### src/sv/sud64_pkg.sv
`timescale 1ns / 1ps
package sud64_pkg;
   localparam int DEF_DATA_WIDTH = 64;
   localparam int FIELD_WIDTH = 64;
   localparam int REQ_TDATA_WIDTH = 136;
   localparam int RSP_TDATA_WIDTH = 128;
   localparam int QUEUE_DEPTH = 2;

   typedef enum logic {
      OP_UNSIGNED = 1'b0,
      OP_SIGNED   = 1'b1
   } op_type;
endpackage

### src/sv/sud64_front.sv
`timescale 1ns / 1ps
// Front end: takes requests, masks operands, takes magnitudes and records the
// sign fixups, then pushes the classified word into a two-entry queue.
module sud64_front #(
   parameter int DATA_WIDTH = sud64_pkg::DEF_DATA_WIDTH
) (
   input  logic                                 clock,
   input  logic                                 reset,
   input  logic                                 req_tvalid,
   output logic                                 req_tready,
   // [0] operation, [64:1] dividend, [128:65] divisor, zero fill
   input  logic [sud64_pkg::REQ_TDATA_WIDTH-1:0] req_tdata,
   output logic                                 q_valid,
   input  logic                                 q_ready,
   output logic [DATA_WIDTH-1:0]                q_num,
   output logic [DATA_WIDTH-1:0]                q_den,
   output logic                                 q_zero,
   output logic                                 q_neg_quo,
   output logic                                 q_neg_rem
);
   import sud64_pkg::*;

   localparam int EW = 2 * DATA_WIDTH + 3;

   logic [DATA_WIDTH-1:0] n, d, an, ad;
   logic                  sgn, n_neg, d_neg;
   logic [EW-1:0]         entry;
   logic [EW-1:0]         mem_ff [QUEUE_DEPTH];
   logic [EW-1:0]         head;
   logic                  wr_ff, wr_in, rd_ff, rd_in;
   logic [1:0]            cnt_ff, cnt_in;
   logic                  push, pop;

   // Classify
   always_comb begin
      sgn   = (op_type'(req_tdata[0]) == OP_SIGNED);
      n     = req_tdata[DATA_WIDTH:1];
      d     = req_tdata[FIELD_WIDTH + DATA_WIDTH:FIELD_WIDTH + 1];
      n_neg = sgn & n[DATA_WIDTH-1];
      d_neg = sgn & d[DATA_WIDTH-1];
      an    = n_neg ? (~n + 1'b1) : n;
      ad    = d_neg ? (~d + 1'b1) : d;
      entry = {an, ad, (d == '0), n_neg ^ d_neg, n_neg};
   end

   assign req_tready = (cnt_ff != 2'(QUEUE_DEPTH));
   assign push       = req_tvalid & req_tready;
   assign q_valid    = (cnt_ff != 2'd0);
   assign pop        = q_valid & q_ready;
   assign head       = mem_ff[rd_ff];
   assign {q_num, q_den, q_zero, q_neg_quo, q_neg_rem} = head;

   always_comb begin
      wr_in  = push ? ~wr_ff : wr_ff;
      rd_in  = pop ? ~rd_ff : rd_ff;
      cnt_in = cnt_ff + 2'(push) - 2'(pop);
   end

   always_ff @(posedge clock) begin
      if (push) begin
         mem_ff[wr_ff] <= entry;
      end
      if (reset) begin
         wr_ff  <= 1'b0;
         rd_ff  <= 1'b0;
         cnt_ff <= 2'd0;
      end else begin
         wr_ff  <= wr_in;
         rd_ff  <= rd_in;
         cnt_ff <= cnt_in;
      end
   end
endmodule

### config.mk
export PLATFORM = sky130hd
export DESIGN_NAME = sud64_front
export DESIGN_NICKNAME = d
export VERILOG_FILES = /design/src/sv/sud64_pkg.sv /design/src/sv/sud64_front.sv
export SDC_FILE = /design/constraint.sdc
export NUM_CORES = 1
export LEC_CHECK = 0
export ABC_AREA = 0
export BUFFER_PORTS_ARGS = -buffer_cell sky130_fd_sc_hd__buf_2
export CAP_MARGIN = 20
export CORE_ASPECT_RATIO = 1.5
export CORE_MARGIN = 1.5
export CORE_UTILIZATION = 51
export CTS_CLUSTER_DIAMETER = 100
export DETAILED_ROUTE_END_ITERATION = 6
export PLACE_DENSITY = 0.76
export SYNTH_ARGS = -nofsm -noshare
export SYNTH_HDL_FRONTEND = slang
export SYNTH_SLANG_ARGS = --single-unit
export TNS_END_PERCENT = 5
### constraint.sdc
create_clock -name clock -period 19.3 [get_ports clock]
set_input_delay 0.965 -clock clock [delete_from_list [all_inputs] [get_ports clock]]
set_output_delay 0.965 -clock clock [all_outputs]
set_load 0.02 [all_outputs]
Word level (Yosys, flattened, before mapping)
Memory sizes are Yosys's and may differ from the RTL's. A register that Yosys moved wholly into a read port is not among the register bits.
Index checks and enable logic that the tools add are counted.
{"block": "classes", "reduce_logical": 2, "mux": 6, "n_bitwise": 9, "n_addsub": 4, "n_eq_ne": 1}
{"op": "64-bit by 1-bit adder with 64-bit output (second input constant)", "count": 2}
{"op": "64-bit 2-to-1 mux", "count": 2}
{"op": "64-bit inverter", "count": 2}
{"op": "64-bit logical NOT", "count": 1}
{"op": "1-bit AND", "count": 4}
{"op": "1-bit 2-to-1 mux", "count": 4}
{"op": "2-bit by 1-bit adder with 2-bit output", "count": 1}
{"op": "2-bit inequality test (second input constant)", "count": 1}
{"op": "1-bit inverter", "count": 2}
{"op": "2-bit nonzero test", "count": 1}
{"op": "2-bit by 1-bit subtractor with 2-bit output", "count": 1}
{"op": "1-bit bitwise XOR", "count": 1}
{"block": "word_totals", "regBits": 4, "mem_bits_rw": 262, "input_bits": 140, "n_memories": 1, "wordCells": 26}
{"name": "mem_ff", "words": 2, "width": 131, "read_ports": 1, "rd_ports_with_merged_regs": 1, "wr": 1, "line_no": "sud64_front.sv:28", "source": "logic [EW-1:0] mem_ff [QUEUE_DEPTH];"}

Longest topological paths before layout
Gate-level depths: netlist of run 1.
{"block": "depth", "ltp_word": 4, "mapped_depth": 8, "depth_no_buf": 8}

Worst setup path before layout of run 1
Ideal clock, no wire load.
{"block": "synth_path", "path_kind": "input port to flip-flop", "from": "input req_tvalid", "to": "memory mem_ff[0][0] (netlist bit), enable pin", "setup_ns": 0.623, "setup_slack_ns": 12.170, "cell_stages": 2, "arrival_ns": 6.507, "cell_sequence": "nand2_1 nor2_1"}
{"block": "synth_via", "elab_chain_cells": 3}
{"item": "start: declaration", "line_no": "sud64_front.sv:9", "source": "input logic req_tvalid,"}
{"item": "1-bit AND", "line_no": "sud64_front.sv:47", "source": "assign push = req_tvalid & req_tready;"}
{"item": "1-bit 2-to-1 mux", "line_no": "sud64_front.sv:60", "source": "if (push) begin"}
{"item": "1-bit 2-to-1 mux (implied by the code)", "line_no": "sud64_front.sv:61", "source": "mem_ff[wr_ff] <= entry;"}
{"item": "end: declaration", "line_no": "sud64_front.sv:28"}
Every way passes these cells.

==> summary.txt, run 1 <==
Final layout
  • Layout cells sized above 1: 38.83%
  • Ant. Diodes: 0
  • Final core utilization: 61.96%
  • Filler cell count: 1958
  • Design Area, Final: roughly 15000 um^2
  • Area grow syn2layout: 19.71%
  • Final-stage net count: 1303

Logic synthesis
  • Synth top cells by count: 262 x edfxtp_1, 131 x mux2_2, 82 x xor2_1
  • Synthesized flop and latch total: between 200 and 300
  • Cell Area, Synth: 12600 um^2
  • Count leader, synth: edfxtp_1
  • Distinct cells, synth: 45
  • Most used DFF post-synth: edfxtp_1
  • Cells after synthesis: 892
  • Post-Syn Area per Cell: about 14 um^2
  • Mapped Nets: 1036
  • Post-synth EDFFs: between 200 and 300
  • Top-area cell type share of the netlist area: 62.43%
  • Asr flop ratio synth: 0%
  • Post-synth top area cell: edfxtp_1
  • Ys Warns: 0
  • Seq/Total Area, Yosys: 63.22%
  • Synth area leaders: edfxtp_1 62%, mux2_2 12%, xor2_1 5.7%

Place
  • Port Buffer Count: 265
  • Final HPWL DP: around 20 mm
  • RD Place Congestion: 0.8163
  • Area post-placement: between 10000 and 15000 um^2
  • Place WS: 15490 ps

Clocking
  • CTS buffer count: 26
  • Clk sink count: around 270
  • Post-CTS setup buffers: 0
  • Root Buffer: clkbuf_16
  • Worst-skew pair later-pin latency: 530 ps
  • CTS tree: built
  • H-tree levels: 1
  • Post-CTS Hold Buffers: 0
  • Post_cts resized: 0
  • Longest Clk Path Bufs: 3
  • Clock transition at path regs: 60 ps

Timing
  • Min Tclk post-route: 3880 ps
  • Slew @ Worst Pin: approximately 1100 ps
  • Final worst path period share: between 20% and 30%
  • Slew headroom: 25.47%
  • RSZ-0062 raised after global routing: false
  • Final setup margin: 15420 ps
  • Skew final: about 6.3 ps
  • WHS: 527.6 ps
  • Endpoints failing setup: 0
  • Slew Limit Fails: 0
  • Hold Vio Cnt, Final: 0
  • Setup_tns: 0 ps
  • Peak Freq: 257.7 MHz

Critical path
  • Setup crit start kind: flop
  • Worst EP arrival: 2920 ps
  • Worst EP required: 18330 ps
  • Buf/Inv on CP: 2
  • CP top delay family: flip-flops
  • Setup crit end kind: output port
  • Critical path class: reg -> out
  • CP max-delay cell: dfxtp_4
  • CP max FO: 79
  • CP max stage delay: a little over 1000 ps
  • Crit-path cells: buf_4 -> mux2_2 -> buf_2

Floorplan
  • Chip Width: 131.4 um
  • Core Area: 24350 um^2
  • Std cell rows: 70
  • IO Pins: 273
  • Starting Density: 51.76%
  • Die area: 25680 um^2
  • Die Y: 195.5 um

Global route
  • Largest net degree at the start of global routing: 80
  • First-pass GRT wire length: around 45 mm
  • GRT Total Usage: roughly 22%
  • GRT overflow: 0
  • Vias in the first global route: a little under 9000
  • Initial antenna violation count: 0

Min path
  • Hold crit path type: reg -> reg

Power
  • Worst IR Drop VDD: 0.1091 mV
  • Cell area power density: 117.3 nW/um^2
  • Static Leak: about 5.6 nW

Detailed routing
  • Total Routed Length: 28.66 mm
  • Iteration-0 DRC Markers: about 290
  • DRC: 0
  • Via Count: 8385
  • DRT antenna net count: 0
  • Routed len/inst: between 15 and 20 um
  • Post-DR vias/cell: 5.586
  • Drt pass-1 iters: 5

Run
  • Max Cap Viol: 0

Status
  • Status: completed
area by class of cell:
class                           instances  area (um^2)  area share (%)
Clock buffer                           31        690.7           4.578
Clock inverter                         15        130.1          0.8626
Inverter                               16        60.06          0.3981
Multi-Input combinational cell        576         4449           29.49
Sequential cell                       267         7971           52.84
Tap cell                              324        405.4           2.687
Timing Repair Buffer                  272         1379           9.140
per-stage QoR:
| step | std cells | power [W] |
|---|---|---|
| after floorplan | 892 | 0.001137 |
| after global placement | 1455 | 0.001289 |
| after detailed placement | 1455 | 0.001298 |
| after CTS | 1501 | 0.001791 |
| after global routing | 1501 | 0.001844 |
| final | 1501 | 0.001770 |
worst paths after layout:
path / slack (ps) / from / cells after the start / end
setup / recovery: 15420 / flop / 3 / q_den[54]
hold reg to reg: 530 / rd_ff / 2 / flop
setup reg to reg: 16610 / cnt_ff[0] / 3 / mem_ff[1][85]
hold / removal: 530 / rd_ff / 2 / flop
power by group:
group	switching (W)	total, W	leakage (nW)	internal, W
Combinational	0.000298	0.000488	2.66	0.000190
Sequential	0.0000402	0.000792	2.49	0.000752
Clock	0.000208	0.000490	0.402	0.000282
Total	0.000546	0.00177	5.56	0.00122
tightest hold or removal path: stages (launching register included):
cell,delay (ps)
dfxtp_1,330
xnor2_1,90
nor2_1,80
flip-flops by register name, summed over array words and instances (netlist names), named ones only:
register and cells:
cnt_ff 2, mem_ff 262, rd_ff 1, wr_ff 1
routing by layer:
layer | share of wire, % | vias to the layer above | wire, um | track usage, %
met3 | 7.7 | 50 | 2218 | 5.893
met4 | 2.8 | 0 | 799 | 8.230
li1 | - | 3954 | - | -
met2 | 54 | 304 | 15520 | 41.90
met5 | 0 | - | 0 | 0
met1 | 35 | 4077 | 10120 | 22.79
layout by cell type, fill, tap and decap left out, types with 5 or more instances in the layout:
cell type and count:
nand3_1 8, inv_1 16, nand2_1 17, o41ai_1 5, a21oi_1 37, clkbuf_16 27
nor3_1 39, nand2b_1 5, nor2_1 55, o31ai_1 10, clkinv_2 7, buf_4 7
xnor2_1 45, and2_1 8, a31oi_1 30, a41oi_1 6, or4_1 9, edfxtp_1 262
nor4_1 26, buf_2 265, mux2_2 131, xor2_1 82, o21ai_0 16, or3_1 7
nand4_1 9
kinds of logic after synthesis:
group	after synthesis	share of synthesized area [%]
flip-flops	267	63.22
AND/OR/NAND/NOR	205	8.886
multiplexers	131	11.71
XOR/XNOR	127	8.826
AO/OA/AOI/OAI	109	5.371
buffers and inverters	49	1.589
adder cells (fa/ha/maj)	4	0.3972
Note: power is estimated with default switching activity, not from simulation.
==> run 2: changes to the inputs <==
CORE_UTILIZATION = 50   (was 51)
PLACE_DENSITY = 0.77   (was 0.76)
clock period = 3.4 ns   (was 19.3 ns; I/O delays follow)
==> summary.txt, run 2 (synthesized netlist as in run 1, its figures left out) <==
Place
  • Port Buffer Count: between 200 and 300
  • Placed insts: 1472
  • Final HPWL DP: approximately 21 mm
  • RD Place Congestion: 0.8064
  • Place WS: 616.8 ps

Clocking
  • CTS buffer count: 26
  • Worst-skew pair later-pin latency: 530 ps
  • Root Buffer: clkbuf_16
  • Post_cts resized: 0
  • Longest Clk Path Bufs: 3
  • Clock transition at path regs: 60 ps
  • H-tree levels: 1
  • CTS tree: built
  • Clk sink count: 267

Detailed routing
  • Drt pass-1 iters: 5
  • Via Count: 8692
  • DRT antenna net count: 0
  • Routed len/inst: 19.16 um
  • Post-DR vias/cell: 5.558
  • Iteration-0 DRC Markers: 309
  • Total Routed Length: 29.97 mm
  • DRC: 0

Critical path
  • Worst EP required: around 3700 ps
  • Worst EP arrival: 3100 ps
  • Critical path class: in -> reg
  • RR Startpoint: cnt_ff[0]
  • Worst setup startpoint: req_tdata[74]
  • Setup crit start kind: primary input
  • Setup crit end kind: flop
  • CP max FO: 7

Power
  • P_int: between 0.007 and 0.008 W
  • Clock share of power: 27.8%
  • Worst IR Drop VDD: around 0.54 mV
  • Switching Share: 30.60%
  • Sequential power share: 43.6%
  • Static Leak: around 6 nW
  • Comb power frac: 28.6%
  • Switch Pwr: just over 0.003 W
  • Cell area power density: 648.5 nW/um^2

Final layout
  • Reg area: 7971 um^2
  • Commonest non-fill, non-tap cell in the layout: buf_2
  • Most frequent cells in the layout: 265 x buf_2, 262 x edfxtp_1, 131 x mux2_2
  • Finished Layout Cells: 1564
  • Ant. Diodes: 0
  • Filler cell count: 1858
  • Area grow syn2layout: 24.61%
  • Layout cells sized above 1: 37.70%
  • Max reg flops: 262
  • Largest registers: mem_ff (262), cnt_ff (2)
  • Top reg by flops: mem_ff
  • Multi-input gate area: 4449 um^2
  • Final-stage net count: approximately 1400

Global route
  • First-pass GRT wire length: 46.58 mm
  • GRT Total Usage: 22.52%
  • Largest net degree at the start of global routing: 67
  • Vias in the first global route: roughly 9100
  • GRT overflow: 0
  • Initial antenna violation count: 1

Min path
  • Worst Hold Launch: req_tdata[76]
  • Hold crit path type: in -> reg

Run
  • Max Cap Viol: 0

Timing
  • Hold Vio Cnt, Final: 0
  • Slew @ Worst Pin: approximately 940 ps
  • RSZ-0062 raised after global routing: false
  • Slew Limit Fails: 0
  • Skew final: about 15 ps
  • Setup_tns: 0 ps
  • Peak Freq: around 350 MHz
  • Endpoints failing setup: 0
  • Final setup margin: 556.0 ps
  • Slew headroom: ~37%
  • Min Tclk post-route: 2844 ps
  • Final worst path period share: 83.65%

Floorplan
  • Die Y: around 200 um
  • Core Area: 24960 um^2
  • Chip Width: 132.6 um
  • Starting Density: between 50 and 60%
  • Die area: 26190 um^2
  • IO Pins: 273
  • Std cell rows: 71

Status
  • Status: completed
[run 2: cell count changes in the layout (fill, tap and decap cells not counted), sizes merged]
cell | previous run | this run
dlygate4sd3 | 0 | 47
buf | 272 | 285
bufinv | 2 | 3
clkinvlp | 2 | 0
[run 2: worst paths after layout]
kind / end / slack (ps) / cells past startpoint
max: mem_ff[1][58] / 560 / 7
min: mem_ff[0][14] / 20 / 2
max reg2reg: mem_ff[0][120] / 1410 / 4
min reg2reg: flop / 520 / 2
[run 2: what timing repair did]
action / in CTS / in global routing
setup buffers: 0 / 0
hold buffers: 47 / 0
hold endpoints to repair: 97 / 0
endpoints found under the setup margin: 0 / 0
[run 2: routing by layer]
metal | part of all wire [%] | track usage, %
met1 | 36 | 24.15
met2 | 55 | 43.07
met3 | 6.9 | 5.312
met4 | 2.5 | 7.611
met5 | 0.043 | 0
[run 2: layout make-up]
type	count	share of cell area (%)
clock buffers	31	4.398
clock inverters	14	0.8764
inverters	16	0.3824
multi-input cells	576	28.33
flip-flops and latches	267	50.76
well taps	328	2.613
repair buffers	332	12.64
[run 2: metrics by stage]
step                      hold slack [ps]  power, W  util, %  cell area [um^2]
after floorplan                     241.6  0.006408        -             12610
after global placement              392.5  0.007342    57.71             14410
after detailed placement            394.9  0.007398    57.71             14410
after CTS                          0.1441   0.01027    62.91             15700
after global routing                9.098   0.01059    62.91             15700
final                               17.38   0.01018    62.91             15700
[run 2: power groups by stage]
| stage | clock (W) | sequential (W) | combinational, W |
|---|---|---|---|
| floorplan | 0 | 0.00444 | 0.00197 |
| global placement | 0 | 0.00448 | 0.00286 |
| detailed placement | 0 | 0.00451 | 0.00289 |
| finish | 0.00283 | 0.00444 | 0.00292 |
| CTS | 0.00288 | 0.00445 | 0.00295 |
| global route | 0.00299 | 0.00449 | 0.00311 |
[run 2: critical path: stages]
cell and delay (ps):
dlygate4sd3_1 540, buf_2 150, nor4_1 730, nand2_1 480
nor3_2 630, a41oi_1 220, xor2_1 190
